### config.mk
export PLATFORM = sky130hd
export DESIGN_NAME = chip8_instruction_decoder
export DESIGN_NICKNAME = d
export VERILOG_FILES = /design/src/hdl/c8dec_pkg.sv /design/src/hdl/c8dec_decode.sv /design/src/hdl/chip8_instruction_decoder.sv
export SDC_FILE = /design/constraint.sdc
export NUM_CORES = 1
export LEC_CHECK = 0
export BUFFER_PORTS_ARGS = -buffer_cell sky130_fd_sc_hd__buf_2
export CELL_PAD_IN_SITES_DETAIL_PLACEMENT = 2
export CELL_PAD_IN_SITES_GLOBAL_PLACEMENT = 2
export CORE_ASPECT_RATIO = 1.1
export CORE_MARGIN = 2
export CORE_UTILIZATION = 34
export DETAILED_ROUTE_END_ITERATION = 8
export PLACE_DENSITY_LB_ADDON = 0.1
export SLEW_MARGIN = 20
export SYNTH_ARGS = -nofsm -noshare
export SYNTH_HDL_FRONTEND = slang
export SYNTH_HIERARCHICAL = 1
export SYNTH_SLANG_ARGS = --single-unit
### constraint.sdc
create_clock -name clock -period 7.6 [get_ports clock]
set_clock_uncertainty 0.05 [all_clocks]
set_input_delay 1.14 -clock clock [delete_from_list [all_inputs] [get_ports clock]]
set_output_delay 1.14 -clock clock [all_outputs]
set_load 0.02 [all_outputs]
### src/hdl/c8dec_pkg.sv
// ----------------------------------------------------------------------------
// c8dec_pkg
// Shared types and constants for the chip-8 / schip instruction decoder:
// instruction class codes, opcode group and sub-code values, decode record.
// ----------------------------------------------------------------------------
`default_nettype none

package c8dec_pkg;

   // field widths
   localparam int unsigned WORD_W  = 16;
   localparam int unsigned ADDR_W  = 16;
   localparam int unsigned CLASS_W = 6;

   // address of the first instruction and per-instruction stride
   localparam logic [ADDR_W-1:0] START_ADDR = 16'h0200;
   localparam logic [ADDR_W-1:0] INSTR_STEP = 16'h0002;
   localparam logic [ADDR_W-1:0] SKIP_STEP  = 16'h0004;
   localparam logic [15:0]       LIMIT_RST  = 16'h0FFF;

   // instruction classes
   localparam logic [CLASS_W-1:0] CLS_CLS     = 6'd0;
   localparam logic [CLASS_W-1:0] CLS_RTS     = 6'd1;
   localparam logic [CLASS_W-1:0] CLS_SCRIGHT = 6'd2;
   localparam logic [CLASS_W-1:0] CLS_SCLEFT  = 6'd3;
   localparam logic [CLASS_W-1:0] CLS_LOW     = 6'd4;
   localparam logic [CLASS_W-1:0] CLS_HIGH    = 6'd5;
   localparam logic [CLASS_W-1:0] CLS_SCDOWN  = 6'd6;
   localparam logic [CLASS_W-1:0] CLS_JMP     = 6'd7;
   localparam logic [CLASS_W-1:0] CLS_JSR     = 6'd8;
   localparam logic [CLASS_W-1:0] CLS_SKEQ_I  = 6'd9;
   localparam logic [CLASS_W-1:0] CLS_SKNE_I  = 6'd10;
   localparam logic [CLASS_W-1:0] CLS_SKEQ_R  = 6'd11;
   localparam logic [CLASS_W-1:0] CLS_MOV_I   = 6'd12;
   localparam logic [CLASS_W-1:0] CLS_ADD_I   = 6'd13;
   localparam logic [CLASS_W-1:0] CLS_MOV_R   = 6'd14;
   localparam logic [CLASS_W-1:0] CLS_OR      = 6'd15;
   localparam logic [CLASS_W-1:0] CLS_AND     = 6'd16;
   localparam logic [CLASS_W-1:0] CLS_XOR     = 6'd17;
   localparam logic [CLASS_W-1:0] CLS_ADD_R   = 6'd18;
   localparam logic [CLASS_W-1:0] CLS_SUB     = 6'd19;
   localparam logic [CLASS_W-1:0] CLS_SHR     = 6'd20;
   localparam logic [CLASS_W-1:0] CLS_RSB     = 6'd21;
   localparam logic [CLASS_W-1:0] CLS_SHL     = 6'd22;
   localparam logic [CLASS_W-1:0] CLS_SKNE_R  = 6'd23;
   localparam logic [CLASS_W-1:0] CLS_MVI     = 6'd24;
   localparam logic [CLASS_W-1:0] CLS_JMI     = 6'd25;
   localparam logic [CLASS_W-1:0] CLS_RAND    = 6'd26;
   localparam logic [CLASS_W-1:0] CLS_XSPRITE = 6'd27;
   localparam logic [CLASS_W-1:0] CLS_SPRITE  = 6'd28;
   localparam logic [CLASS_W-1:0] CLS_SKPR    = 6'd29;
   localparam logic [CLASS_W-1:0] CLS_SKUP    = 6'd30;
   localparam logic [CLASS_W-1:0] CLS_GDELAY  = 6'd31;
   localparam logic [CLASS_W-1:0] CLS_KEY     = 6'd32;
   localparam logic [CLASS_W-1:0] CLS_SDELAY  = 6'd33;
   localparam logic [CLASS_W-1:0] CLS_SSOUND  = 6'd34;
   localparam logic [CLASS_W-1:0] CLS_ADI     = 6'd35;
   localparam logic [CLASS_W-1:0] CLS_FONT    = 6'd36;
   localparam logic [CLASS_W-1:0] CLS_XFONT   = 6'd37;
   localparam logic [CLASS_W-1:0] CLS_BCD     = 6'd38;
   localparam logic [CLASS_W-1:0] CLS_STR     = 6'd39;
   localparam logic [CLASS_W-1:0] CLS_LDR     = 6'd40;
   localparam logic [CLASS_W-1:0] CLS_UNKNOWN = 6'd41;

   // opcode groups (top nibble)
   localparam logic [3:0] GRP_SYS  = 4'h0;
   localparam logic [3:0] GRP_JMP  = 4'h1;
   localparam logic [3:0] GRP_JSR  = 4'h2;
   localparam logic [3:0] GRP_SKEI = 4'h3;
   localparam logic [3:0] GRP_SKNI = 4'h4;
   localparam logic [3:0] GRP_SKER = 4'h5;
   localparam logic [3:0] GRP_MOVI = 4'h6;
   localparam logic [3:0] GRP_ADDI = 4'h7;
   localparam logic [3:0] GRP_ALU  = 4'h8;
   localparam logic [3:0] GRP_SKNR = 4'h9;
   localparam logic [3:0] GRP_MVI  = 4'hA;
   localparam logic [3:0] GRP_JMI  = 4'hB;
   localparam logic [3:0] GRP_RAND = 4'hC;
   localparam logic [3:0] GRP_SPR  = 4'hD;
   localparam logic [3:0] GRP_KEY  = 4'hE;
   localparam logic [3:0] GRP_MISC = 4'hF;

   // group zero low bytes
   localparam logic [7:0] SYS_CLS     = 8'hE0;
   localparam logic [7:0] SYS_RTS     = 8'hEE;
   localparam logic [7:0] SYS_SCRIGHT = 8'hFB;
   localparam logic [7:0] SYS_SCLEFT  = 8'hFC;
   localparam logic [7:0] SYS_LOW     = 8'hFE;
   localparam logic [7:0] SYS_HIGH    = 8'hFF;

   // alu group sub-codes
   localparam logic [3:0] ALU_MOV = 4'h0;
   localparam logic [3:0] ALU_OR  = 4'h1;
   localparam logic [3:0] ALU_AND = 4'h2;
   localparam logic [3:0] ALU_XOR = 4'h3;
   localparam logic [3:0] ALU_ADD = 4'h4;
   localparam logic [3:0] ALU_SUB = 4'h5;
   localparam logic [3:0] ALU_SHR = 4'h6;
   localparam logic [3:0] ALU_RSB = 4'h7;
   localparam logic [3:0] ALU_SHL = 4'hE;

   // key skip low bytes
   localparam logic [7:0] KEY_SKPR = 8'h9E;
   localparam logic [7:0] KEY_SKUP = 8'hA1;

   // misc group low bytes
   localparam logic [7:0] MSC_GDELAY = 8'h07;
   localparam logic [7:0] MSC_KEY    = 8'h0A;
   localparam logic [7:0] MSC_SDELAY = 8'h15;
   localparam logic [7:0] MSC_SSOUND = 8'h18;
   localparam logic [7:0] MSC_ADI    = 8'h1E;
   localparam logic [7:0] MSC_FONT   = 8'h29;
   localparam logic [7:0] MSC_XFONT  = 8'h30;
   localparam logic [7:0] MSC_BCD    = 8'h33;
   localparam logic [7:0] MSC_STR    = 8'h55;
   localparam logic [7:0] MSC_LDR    = 8'h65;

   // one decoded instruction
   typedef struct packed {
      logic [ADDR_W-1:0]  instr_address;
      logic [CLASS_W-1:0] instr_class;
      logic [3:0]         reg_x;
      logic [3:0]         reg_y;
      logic [3:0]         nibble_n;
      logic [7:0]         byte_nn;
      logic [11:0]        addr_nnn;
      logic               is_jump;
      logic               is_call;
      logic [ADDR_W-1:0]  branch_target;
      logic               record_branch;
   } result_type;

endpackage

`default_nettype wire

### src/hdl/c8dec_decode.sv
// ----------------------------------------------------------------------------
// c8dec_decode
// Combinational decode of one instruction word and its address into class,
// operand fields, flow flags, branch target and record flag.
// ----------------------------------------------------------------------------
`default_nettype none

module c8dec_decode (
   input  wire logic [15:0]             word,
   input  wire logic [15:0]             address,
   input  wire logic [15:0]             target_limit,
   output c8dec_pkg::result_type        result
);

   logic [3:0]  grp;
   logic [7:0]  lo;
   logic [3:0]  n;
   logic [11:0] nnn;
   logic [5:0]  cls;
   logic        jump;
   logic        call;
   logic [15:0] target;
   logic [15:0] skip_target;

   assign grp         = word[15:12];
   assign lo          = word[7:0];
   assign n           = word[3:0];
   assign nnn         = word[11:0];
   assign skip_target = 16'(address + c8dec_pkg::SKIP_STEP);

   // class and flow decode by top nibble
   always_comb begin
      cls    = c8dec_pkg::CLS_UNKNOWN;
      jump   = 1'b0;
      call   = 1'b0;
      target = '0;
      unique case (grp)
         c8dec_pkg::GRP_SYS: begin
            unique case (lo)
               c8dec_pkg::SYS_CLS:     cls = c8dec_pkg::CLS_CLS;
               c8dec_pkg::SYS_RTS:     cls = c8dec_pkg::CLS_RTS;
               c8dec_pkg::SYS_SCRIGHT: cls = c8dec_pkg::CLS_SCRIGHT;
               c8dec_pkg::SYS_SCLEFT:  cls = c8dec_pkg::CLS_SCLEFT;
               c8dec_pkg::SYS_LOW:     cls = c8dec_pkg::CLS_LOW;
               c8dec_pkg::SYS_HIGH:    cls = c8dec_pkg::CLS_HIGH;
               default:                cls = c8dec_pkg::CLS_SCDOWN;
            endcase
         end
         c8dec_pkg::GRP_JMP: begin
            cls    = c8dec_pkg::CLS_JMP;
            jump   = 1'b1;
            target = {4'h0, nnn};
         end
         c8dec_pkg::GRP_JSR: begin
            cls    = c8dec_pkg::CLS_JSR;
            call   = 1'b1;
            target = {4'h0, nnn};
         end
         c8dec_pkg::GRP_SKEI: begin
            cls    = c8dec_pkg::CLS_SKEQ_I;
            jump   = 1'b1;
            target = skip_target;
         end
         c8dec_pkg::GRP_SKNI: begin
            cls    = c8dec_pkg::CLS_SKNE_I;
            jump   = 1'b1;
            target = skip_target;
         end
         c8dec_pkg::GRP_SKER: begin
            cls    = c8dec_pkg::CLS_SKEQ_R;
            jump   = 1'b1;
            target = skip_target;
         end
         c8dec_pkg::GRP_MOVI: cls = c8dec_pkg::CLS_MOV_I;
         c8dec_pkg::GRP_ADDI: cls = c8dec_pkg::CLS_ADD_I;
         c8dec_pkg::GRP_ALU: begin
            unique case (n)
               c8dec_pkg::ALU_MOV: cls = c8dec_pkg::CLS_MOV_R;
               c8dec_pkg::ALU_OR:  cls = c8dec_pkg::CLS_OR;
               c8dec_pkg::ALU_AND: cls = c8dec_pkg::CLS_AND;
               c8dec_pkg::ALU_XOR: cls = c8dec_pkg::CLS_XOR;
               c8dec_pkg::ALU_ADD: cls = c8dec_pkg::CLS_ADD_R;
               c8dec_pkg::ALU_SUB: cls = c8dec_pkg::CLS_SUB;
               c8dec_pkg::ALU_SHR: cls = c8dec_pkg::CLS_SHR;
               c8dec_pkg::ALU_RSB: cls = c8dec_pkg::CLS_RSB;
               c8dec_pkg::ALU_SHL: cls = c8dec_pkg::CLS_SHL;
               default:            cls = c8dec_pkg::CLS_UNKNOWN;
            endcase
         end
         c8dec_pkg::GRP_SKNR: cls = c8dec_pkg::CLS_SKNE_R;
         c8dec_pkg::GRP_MVI:  cls = c8dec_pkg::CLS_MVI;
         c8dec_pkg::GRP_JMI: begin
            cls    = c8dec_pkg::CLS_JMI;
            jump   = 1'b1;
            target = {4'h0, nnn};
         end
         c8dec_pkg::GRP_RAND: cls = c8dec_pkg::CLS_RAND;
         c8dec_pkg::GRP_SPR: begin
            cls = (n == 4'h0) ? c8dec_pkg::CLS_XSPRITE : c8dec_pkg::CLS_SPRITE;
         end
         c8dec_pkg::GRP_KEY: begin
            unique case (lo)
               c8dec_pkg::KEY_SKPR: cls = c8dec_pkg::CLS_SKPR;
               c8dec_pkg::KEY_SKUP: cls = c8dec_pkg::CLS_SKUP;
               default:             cls = c8dec_pkg::CLS_UNKNOWN;
            endcase
         end
         c8dec_pkg::GRP_MISC: begin
            unique case (lo)
               c8dec_pkg::MSC_GDELAY: cls = c8dec_pkg::CLS_GDELAY;
               c8dec_pkg::MSC_KEY:    cls = c8dec_pkg::CLS_KEY;
               c8dec_pkg::MSC_SDELAY: cls = c8dec_pkg::CLS_SDELAY;
               c8dec_pkg::MSC_SSOUND: cls = c8dec_pkg::CLS_SSOUND;
               c8dec_pkg::MSC_ADI:    cls = c8dec_pkg::CLS_ADI;
               c8dec_pkg::MSC_FONT:   cls = c8dec_pkg::CLS_FONT;
               c8dec_pkg::MSC_XFONT:  cls = c8dec_pkg::CLS_XFONT;
               c8dec_pkg::MSC_BCD:    cls = c8dec_pkg::CLS_BCD;
               c8dec_pkg::MSC_STR:    cls = c8dec_pkg::CLS_STR;
               c8dec_pkg::MSC_LDR:    cls = c8dec_pkg::CLS_LDR;
               default:               cls = c8dec_pkg::CLS_UNKNOWN;
            endcase
         end
         default: cls = c8dec_pkg::CLS_UNKNOWN;
      endcase
   end

   // pack the result, record flag checks the target window
   always_comb begin
      result.instr_address = address;
      result.instr_class   = cls;
      result.reg_x         = word[11:8];
      result.reg_y         = word[7:4];
      result.nibble_n      = n;
      result.byte_nn       = lo;
      result.addr_nnn      = nnn;
      result.is_jump       = jump;
      result.is_call       = call;
      result.branch_target = target;
      result.record_branch = (jump || call) && (target >= c8dec_pkg::START_ADDR)
                             && (target <= target_limit);
   end

endmodule

`default_nettype wire

### src/hdl/chip8_instruction_decoder.sv
// ----------------------------------------------------------------------------
// chip8_instruction_decoder
// Decodes a stream of chip-8 / schip instruction words, tagging each with
// its address and giving class, operands, flow flags and branch target.
// ----------------------------------------------------------------------------
//
//  channel  direction  handshake            payload
//  req      in         req_valid/req_ready  req_opcode_word
//  rsp      out        rsp_valid/rsp_ready  rsp_instr_address .. rsp_record_branch
//  csr      in         csr_wr_en            csr_wr_data (target_limit)
//
//  one beat per clock in and out while rsp_ready holds; each beat goes
//  through the input register, then decode into the result register:
//  two register stages. reset clears both stage valids, sets the
//  address to 0x200 and the limit to 0xFFF. a stalled result holds while
//  the input stage keeps one more beat; req_ready drops only when both
//  stages are full and stalled.
//
`default_nettype none

module chip8_instruction_decoder (
   input  wire logic        clock,
   input  wire logic        reset,
   // request
   input  wire logic        req_valid,
   output logic             req_ready,
   input  wire logic [15:0] req_opcode_word,
   // response
   output logic             rsp_valid,
   input  wire logic        rsp_ready,
   output logic [15:0]      rsp_instr_address,
   output logic [5:0]       rsp_instr_class,
   output logic [3:0]       rsp_reg_x,
   output logic [3:0]       rsp_reg_y,
   output logic [3:0]       rsp_nibble_n,
   output logic [7:0]       rsp_byte_nn,
   output logic [11:0]      rsp_addr_nnn,
   output logic             rsp_is_jump,
   output logic             rsp_is_call,
   output logic [15:0]      rsp_branch_target,
   output logic             rsp_record_branch,
   // configuration
   input  wire logic        csr_wr_en,
   input  wire logic [15:0] csr_wr_data
);

   logic                  limit_ff;
   logic [15:0]           target_limit_ff;
   logic [15:0]           addr_ff;
   logic [15:0]           addr_in;
   logic                  in_valid_ff;
   logic [15:0]           in_word_ff;
   logic [15:0]           in_addr_ff;
   logic                  out_valid_ff;
   c8dec_pkg::result_type out_ff;
   c8dec_pkg::result_type decoded;
   logic                  req_beat;
   logic                  out_load;
   logic                  in_advance;

   // handshake: result register frees when empty or taken
   assign out_load   = !out_valid_ff || rsp_ready;
   assign in_advance = in_valid_ff && out_load;
   assign req_ready  = !in_valid_ff || out_load;
   assign req_beat   = req_valid && req_ready;
   assign addr_in    = 16'(addr_ff + c8dec_pkg::INSTR_STEP);

   // configuration register
   always_ff @(posedge clock) begin
      if (reset) begin
         target_limit_ff <= c8dec_pkg::LIMIT_RST;
         limit_ff        <= 1'b0;
      end else if (csr_wr_en) begin
         target_limit_ff <= csr_wr_data;
         limit_ff        <= 1'b1;
      end
   end

   // instruction address counter
   always_ff @(posedge clock) begin
      if (reset) begin
         addr_ff <= c8dec_pkg::START_ADDR;
      end else if (req_beat) begin
         addr_ff <= addr_in;
      end
   end

   // input stage
   always_ff @(posedge clock) begin
      if (reset) begin
         in_valid_ff <= 1'b0;
      end else if (req_ready) begin
         in_valid_ff <= req_valid;
      end
   end

   always_ff @(posedge clock) begin
      if (req_beat) begin
         in_word_ff <= req_opcode_word;
         in_addr_ff <= addr_ff;
      end
   end

   // decode
   c8dec_decode u_decode (
      .word         (in_word_ff),
      .address      (in_addr_ff),
      .target_limit (target_limit_ff),
      .result       (decoded)
   );

   // result stage
   always_ff @(posedge clock) begin
      if (reset) begin
         out_valid_ff <= 1'b0;
      end else if (out_load) begin
         out_valid_ff <= in_valid_ff;
      end
   end

   always_ff @(posedge clock) begin
      if (in_advance) begin
         out_ff <= decoded;
      end
   end

   // outputs
   assign rsp_valid         = out_valid_ff;
   assign rsp_instr_address = out_ff.instr_address;
   assign rsp_instr_class   = out_ff.instr_class;
   assign rsp_reg_x         = out_ff.reg_x;
   assign rsp_reg_y         = out_ff.reg_y;
   assign rsp_nibble_n      = out_ff.nibble_n;
   assign rsp_byte_nn       = out_ff.byte_nn;
   assign rsp_addr_nnn      = out_ff.addr_nnn;
   assign rsp_is_jump       = out_ff.is_jump;
   assign rsp_is_call       = out_ff.is_call;
   assign rsp_branch_target = out_ff.branch_target;
   assign rsp_record_branch = out_ff.record_branch;

   // checks
   a_addr_step: assert property (@(posedge clock) disable iff (reset)
      req_beat |=> (addr_ff == 16'($past(addr_ff) + c8dec_pkg::INSTR_STEP)))
      else $error("address did not advance by one instruction");

   a_addr_hold: assert property (@(posedge clock) disable iff (reset)
      !req_beat |=> $stable(addr_ff))
      else $error("address moved without an input beat");

   a_flow_excl: assert property (@(posedge clock) disable iff (reset)
      out_valid_ff |-> !(out_ff.is_jump && out_ff.is_call))
      else $error("result flagged as both jump and call");

   a_record_flow: assert property (@(posedge clock) disable iff (reset)
      (out_valid_ff && out_ff.record_branch) |-> (out_ff.is_jump || out_ff.is_call))
      else $error("branch recorded without a flow flag");

   a_call_class: assert property (@(posedge clock) disable iff (reset)
      (out_valid_ff && out_ff.is_call) |-> (out_ff.instr_class == c8dec_pkg::CLS_JSR))
      else $error("call flag on a class other than jsr");

   a_limit_write: assert property (@(posedge clock) disable iff (reset)
      (csr_wr_en && !limit_ff) |=> limit_ff)
      else $error("limit write not tracked");

endmodule

`default_nettype wire
# Yosys cells after proc, flatten, opt, wreduce, memory -nomap -nowiden
# Memories as Yosys holds them, arrays and structs flattened. A register that Yosys moved wholly into a read port is not among the register bits.
# Cells that the tools add are included.
# totals
output_inout_bits	75
wordCells	78
memories	1
regBits	139
mem_bits_ro	96
inputBits	37
# mem_list
name	words	word_bits	read_ports	rd_clocked_by_memory_dff	wr	line_no	source
(no name shown)	16	6	1	1	0	c8dec_decode.sv:77	unique case (n)
# op_classes
n_eq_ne	33
n_lt_le_gt_ge	2
reduce_logical	14
mux	9
n_addsub	2
# op_table
operator	count
$pmux W6 S16	1
$eq A8 B8 Y1 const B	8
$pmux W6 S10	1
$eq A4 B4 Y1 const B	8
$pmux W16 S2	1
$eq A8 B5 Y1 const B	3
$eq A8 B6 Y1 const B	3
$pmux W3 S6	1
$add A16 B2 Y16 const B	1
$add A16 B3 Y16 const B	1
$eq A4 B3 Y1 const B	4
$eq A8 B7 Y1 const B	2
$ge A16 B10 Y1 const B	1
$le A16 B16 Y1	1
$pmux W6 S2	1
$eq A4 B2 Y1 const B	2
$eq A8 B3 Y1 const B	1
$eq A8 B4 Y1 const B	1
$logic_not A4 Y1	2
$reduce_or A3 Y1	2
$reduce_or A5 Y1	1
$eq A4 B1 Y1 const B	1
$logic_and A1 B1 Y1	4
$mux W4	1
4 further kinds	8

# Logic depth before layout (Yosys ltp)
# Gate-level depths: netlist of run 1.
# logic_depth
word_depth	6
ltp_mapped	13

# By module
# The synthesis of run 1 kept the hierarchy.
# modules_own_cells
module	cells_each	area_each_um2	n_inst
chip8_instruction_decoder	244	4466.8	1
c8dec_decode	304	1963.1	1

# Worst setup path before layout of run 1
# OpenSTA, ideal clock, no wires.
# synth_path
path_kind	input-to-reg
startpoint	in rsp_ready
endpoint	reg out_ff, in the netlist rsp_addr_nnn[0] (enable)
t_required_ns	6.935
t_arrival_ns	6.482
stages	2
path_slack_ns	0.453
setup_ns	0.615
n_path_buf	0
path_cell_list	inv_1 a21boi_0
# synth_between
elab_chain_cells	2
# synth_rtl
element	line_no	source
start, declared	chip8_instruction_decoder.sv:30	input wire logic rsp_ready,
$logic_or A1 B1 Y1	chip8_instruction_decoder.sv:62	assign out_load = !out_valid_ff || rsp_ready;
$logic_and A1 B1 Y1	chip8_instruction_decoder.sv:63	assign in_advance = in_valid_ff && out_load;
named net in_advance	chip8_instruction_decoder.sv:59	logic in_advance;
end signal, assigned	chip8_instruction_decoder.sv:123	out_ff <= decoded;
end, declared	chip8_instruction_decoder.sv:55	c8dec_pkg::result_type out_ff;
# The timed path passes the listed nets, and every way through them passes these cells.
# A chain may end at the register's enable or synchronous reset.

==> out/results.tsv, run 1 <==
stage	metric	value	unit
sta	worst-margin pin slew	0.883	ns
die	core box area	18500	um2
drt	1st-iter DRT viols	218	
sta	Tmin final	3.52	ns
clock_network	Post-CTS Setup Bufs	0	
setup_path	Crit. End Element	flip-flop	
synth	EDFF count, synth	104	
sta	final hold violations	0	
grt	largest net degree at the start of global routing	41	
drt	Routed WL per cell	19.6	um
synth	Post-synth top cells	104 x edfxtp_1, 50 x buf_4, 41 x nor2_1	
grt	GRT busiest layer	met2	
layout	share of layout cells above drive strength 1	24.9	%
grt	number of global-route vias before repair	4715	
grt	met1 Use GR	20.6	%
die	row count	52	
place	Routability Congestion	0.795	
drt	Routed Antenna Nets	0	
setup_path	CP required	7.82	ns
drt	# DRC	0	
synth	Synth area leaders	edfxtp_1 49%, dfxtp_1 10%, buf_4 5.8%	
sta	setup TNS	0	ns
worst_hold_path	worst min path class	reg -> reg	
sta	final cycle utilization of the critical path	46.3	%
clock_network	Root Driver	clkbuf_16	
clock_network	Clock transition at path regs	0.06	ns
synth	Synth Cell Area	6430	um2
drt	DR vias	4371	
place	I/O Buffers	111	
sta	final setup vio count	0	
clock_network	clk buf depth	2	
setup_path	crit start category	flip-flop	
synth	dominant cell type by area after synthesis	edfxtp_1	
setup_path	critical path class	reg -> reg	
drt	Vias/cell	5.03	
synth	number of synthesized register bits	137	
run_status	outcome	finished, final reports clean	
layout	Layout area overhead	16.4	%
clock_network	Worst-Skew Late Latency	0.42	ns
synth	share of the synthesized area in the top cell type	48.6	%
grt	GRT Total Usage	17.7	%
synth	average size of a mapped cell	11.7	um2
place	Placed Area	6870	um2
synth	post-synthesis cell type count	67	
setup_path	critical path peak fanout	15	
clock_network	CTS tree	built	
synth	Seq/Total Area, Yosys	58.8	%
grt	initial antenna violation count	0	
grt	grt met2 use	32.6	%
sta	f_max	284	MHz
synth	most numerous cell in the Yosys netlist	edfxtp_1	
clock_network	Num CTS Buffers	17	
synth	Cells after Synth	548	
sta	RSZ-0062 raised after global routing	no	
grt	met3 global-route usage	2.76	%
synth	Yosys warning count	6	
power	power density over the cells	249	nW/um2
layout	ant diodes	0	
die	Die Wd	135	um
layout	post-route cell area	7480	um2
synth	main flop type after synthesis	edfxtp_1	
place	dpl hpwl	12300	um
power	maximum vdd ir drop	0.142	mV
layout	# nets final	669	
die	I/O Pins	112	
synth	asr flop ratio synth	0	%
grt	first-pass GRT wire length	26700	um
clock_network	# hold bufs at CTS	0	
grt	total gr overflow	0	
drt	drt first pass iters	5	
die	Die Y	148	um
drt	total wire length	17000	um
die	starting density of the core	34.8	%
clock_network	Post-CTS Resized	0	
sta	Slew HR	40.9	%
setup_path	Crit path arrival time	3.74	ns
power	leakage power total	0.00291	uW
sta	fin. max-slew vios	0	
clock_network	Clock Sinks	137	
clock_network	H-tree Lvls	4	
die	total die area	20000	um2
run	max-cap check violation count	0	
## metal layers
layer / vias up / wire length, um
li1: 2087 / -
met4: 0 / 272
met3: 16 / 410
met5: - / 0
met2: 77 / 9320
met1: 2191 / 6990
## registers in the layout, summed over array words and instances (netlist names), 4 cells and up
name	cells
rsp_instr_address	16
target_limit_ff	16
in_addr_ff	15
rsp_branch_target	16
rsp_reg_x	4
rsp_byte_nn	8
rsp_nibble_n	4
rsp_addr_nnn	12
in_word_ff	16
rsp_instr_class	6
addr_ff	15
rsp_reg_y	4
## cells in the final DEF, fill, tap and decap left out, types with 5 or more instances in the layout
cell,n
o21ai_0,19
a21oi_1,16
xor2_1,13
o31ai_1,5
mux2i_1,7
xnor2_1,9
buf_2,111
dfxtp_1,33
nand3_1,21
nor3_1,7
clkbuf_16,17
a211oi_1,5
ha_1,19
nand2_1,29
or4_1,7
a211o_1,12
edfxtp_1,104
nor2b_1,16
nand2b_1,7
nor2_1,41
a31oi_1,5
nand4_1,12
a21o_1,8
inv_1,27
## worst max-delay path, cell delays in order, from the launching register on
cell and delay (ns):
edfxtp_1 0.66, nor3b_1 0.30, a21oi_1 0.07, nor2_1 0.69
nand2_1 0.11, o21ai_0 0.15, ha_1 0.30, a21o_1 0.19
a21o_1 0.17, a211oi_1 0.38, o31ai_1 0.15, a2bb2oi_1 0.15
## stage by stage
step | util (%) | instances | worst slack, ns | hold slack (ns) | total power (uW)
floorplan | - | 549 | 0.453 | 0.372 | 1000
CTS | 40.3 | 868 | 4.06 | 0.430 | 1880
global placement | 37.2 | 836 | 4.34 | 0.392 | 1040
finish | 40.5 | 869 | 4.08 | 0.421 | 1860
detailed placement | 37.2 | 836 | 4.21 | 0.411 | 1050
global route | 40.5 | 869 | 3.83 | 0.453 | 1930
## cells by family (layout without fill, tap and decap cells)
logic type,count (synthesis),count (layout),share of synthesized area (%)
and+or+nand+nor,166,166,14.0
DFF,137,137,58.8
other,1,2,0.0583
xor gates and xnor gates,22,22,3.00
muxes,7,7,1.09
AOI/OAI and AO/OA,99,99,10.7
buffers and inverters,97,174,8.64
adders and majority gates,19,19,3.70
## path summary, 6_finish.rpt
check / endpoint / slack [ns] / cells past startpoint / from
worst min register to register: in_addr_ff[15] / 0.42 / 0 / addr_ff[15]
worst max-delay path: rsp_record_branch / 4.08 / 11 / in_word_ff[13]
worst max register to register: rsp_record_branch / 4.08 / 11 / in_word_ff[13]
worst min-delay path: in_addr_ff[15] / 0.42 / 0 / addr_ff[15]
## report_power, final
group,switching [uW],internal [uW]
clock network,317,513
logic,95.0,55.3
registers,33.8,846
## cell type report
cell class                 instances  area, um2
fill                            1962      11000
sequential                       137       3780
multi-input combinational        315       2110
timing repair buffer             114        598
clock buffer                      19        433
tap                              243        304
clock inverter                    13        153
inverter                          28        105
(Power assumes the default switching activity.)
==> inputs of run 2 (changes only) <==
CORE_UTILIZATION = 37   (was 34)
clock period = 3.6 ns   (was 7.6 ns; I/O delays follow)
==> out/results.tsv, run 2 (synthesis gave the netlist of run 1 again) <==
stage	metric	value	unit	change
run_status	outcome	finished, final reports clean		
grt	first-pass GRT wire length	28200	um	+5.6%
setup_path	CP required	3.82	ns	-4.00 ns
drt	total wire length	18100	um	+6.6%
die	I/O Pins	112		unchanged
place	Placed Area	6900	um2	+0.38%
die	starting density of the core	37.8	%	+3.0 points
setup_path	Worst path max stage delay	0.61	ns	-0.08 ns
clock_network	Worst-Skew Late Latency	0.43	ns	about the same
die	core box area	17000	um2	-7.9%
power	maximum vdd ir drop	0.389	mV	+170%
place	dpl hpwl	12700	um	+3.4%
setup_path	Crit path arrival time	3.32	ns	-0.42 ns
sta	f_max	322	MHz	+13%
drt	Routed Antenna Nets	0		unchanged
drt	1st-iter DRT viols	225		+3.2%
clock_network	clk buf depth	2		unchanged
sta	final hold violations	0		unchanged
setup_path	worst reg2reg endpoint	rsp_record_branch		
power	power density over the cells	544	nW/um2	+120%
layout	commonest non-fill, non-tap cells in the layout	111 x buf_2, 104 x edfxtp_1, 40 x nor2_1		
sta	Slew HR	45.1	%	+4.2 points
worst_hold_path	Min-Delay Path Depth	1		+1
clock_network	Clock Sinks	137		unchanged
run	max-cap check violation count	0		unchanged
die	row count	50		-3.8%
layout	ant diodes	0		unchanged
place	Placed Cells incl. Taps	832		-0.48%
power	Total Power	4100	uW	+120%
setup_path	worst path cell trace	and4bb_2 -> nor2_1 -> buf_4 -> a2bb2oi_1 -> inv_1 -> ha_1 -> nand4_1 -> or4_1 -> a2bb2oi_1		
place	Routability Congestion	0.878		+10%
worst_hold_path	worst min path class	in -> reg		
grt	initial antenna violation count	0		unchanged
drt	Routed WL per cell	21.0	um	+7.2%
power	Comb power frac	8.1	%	about the same
setup_path	critical path peak fanout	14		-1
sta	RSZ-0062 raised after global routing	no		
place	I/O Buffers	111		unchanged
sta	Tmin final	3.10	ns	-0.414 ns
die	Die Wd	130	um	-4.0%
setup_path	critical path class	reg -> reg		
drt	drt first pass iters	6		+1
clock_network	Post-CTS Setup Bufs	0		unchanged
setup_path	Worst path slowest cell	edfxtp_1		
setup_path	Crit. End Element	flip-flop		
drt	Vias/cell	5.17		+2.8%
layout	share of layout cells above drive strength 1	26.3	%	+1.4 points
power	switching portion of total power	24.9	%	+0.92 points
layout	Fill cells	1787		-8.9%
setup_path	cells on worst reg2reg path	9		-2
setup_path	most frequent cell on the critical path	a2bb2oi_1		
grt	largest net degree at the start of global routing	34		-17%
layout	fin util	44.3	%	+3.8 points
setup_path	worst reg-to-reg setup slack	0.50	ns	-3.59 ns
sta	setup TNS	0	ns	unchanged
sta	fin. max-slew vios	0		unchanged
setup_path	Reg2Reg Launch Point	in_word_ff[15]		
die	Die Y	142	um	-4.0%
power	Clk pwr share	46.7	%	+2.1 points
clock_network	Root Driver	clkbuf_16		
worst_hold_path	Min-Delay Startpoint	req_opcode_word[1]		
clock_network	Clock transition at path regs	0.07	ns	about the same
power	Psw	1020	uW	+130%
layout	# nets final	673		+0.60%
sta	final setup vio count	0		unchanged
layout	final cell count without fillers	864		-0.58%
power	leakage power total	0.00294	uW	+1.1%
grt	GRT Total Usage	20.4	%	+2.7 points
setup_path	crit start category	flip-flop		
drt	# DRC	0		unchanged
power	Internal	3080	uW	+120%
power	Flop pwr share	45.2	%	-2.1 points
layout	commonest non-fill, non-tap cell in the layout	buf_2		
sta	final cycle utilization of the critical path	86.2	%	+40 points
grt	total gr overflow	0		unchanged
worst_hold_path	Hold Crit Endpoint	in_word_ff[1]		
clock_network	CTS tree	built		
drt	DR vias	4468		+2.2%
die	total die area	18400	um2	-7.9%
layout	post-route cell area	7540	um2	+0.74%
sta	worst-margin pin slew	0.823	ns	-0.0601 ns
clock_network	Num CTS Buffers	17		unchanged
grt	number of global-route vias before repair	4909		+4.1%
layout	Layout area overhead	17.2	%	
clock_network	H-tree Lvls	4		unchanged
[run 2: cell types whose count changed in the layout (fill, tap and decap cells not counted), sizes merged]
cell,before,now
buf,114,118
bufinv,3,4
clkbuf,19,17
clkinv,7,1
clkinvlp,2,4
inv,29,34
[run 2: worst max-delay path, delay by kind of cell, from the launching register on]
family	cells	cell delay, ns
adder cells (fa/ha/maj)	1	0.36
buffers and inverters	2	0.32
AO/OA/AOI/OAI	2	0.51
flip-flops	1	0.61
AND/OR/NAND/NOR	4	1.10
[run 2: area by class of cell]
type	count	area (um2)	area share (%)
Inverter	28	105	1.39
Timing Repair Buffer	118	608	8.07
Tap cell	234	293	3.88
Multi-Input combinational cell	315	2110	28.0
Clock buffer	17	425	5.64
Clock inverter	15	214	2.84
Sequential cell	137	3780	50.2
[run 2: worst max path at each step]
| stage | from | endpoint | slack, ns | depth (start not counted) |
|---|---|---|---|---|
| 3_3_place_gp | in_word_ff[13] | rsp_record_branch | 0.49 | 11 |
| 2_1_floorplan | rsp_ready | rsp_addr_nnn[0] | 0.55 | 2 |
| 6_report | in_word_ff[15] | rsp_record_branch | 0.50 | 9 |
| 3_5_place_dp | in_word_ff[13] | rsp_record_branch | 0.26 | 11 |
| 4_1_cts | in_word_ff[13] | rsp_record_branch | 0.22 | 11 |
| 5_1_grt | in_word_ff[13] | rsp_record_branch | 0.28 | 11 |
[run 2: metal layers]
metal / track usage, % / part of all wire [%]
met1: 22.9 / 40
met2: 37.9 / 55
met3: 4.51 / 3.0
met4: 6.73 / 1.8
met5: 0 / 0
[run 2: per-stage QoR]
stage | hold WS, ns | worst slack [ns]
floorplan | 0.372 | 0.548
global route | 0.220 | 0.279
finish | 0.237 | 0.497
CTS | 0.214 | 0.219
detailed placement | 0.406 | 0.259
global placement | 0.393 | 0.486
[run 2: power groups by stage]
stage | clock network [uW] | logic (uW) | registers [uW]
floorplan | 0 | 200 | 1910
global placement | 0 | 314 | 1880
detailed placement | 0 | 330 | 1890
CTS | 1960 | 335 | 1850
global route | 2010 | 364 | 1860
finish | 1920 | 332 | 1850
[run 2: repair_timing]
item | 4_1_cts | 5_1_grt
gates resized for setup | 0 | 1
setup endpoints to repair | 0 | 1
hold buffers | 0 | 0
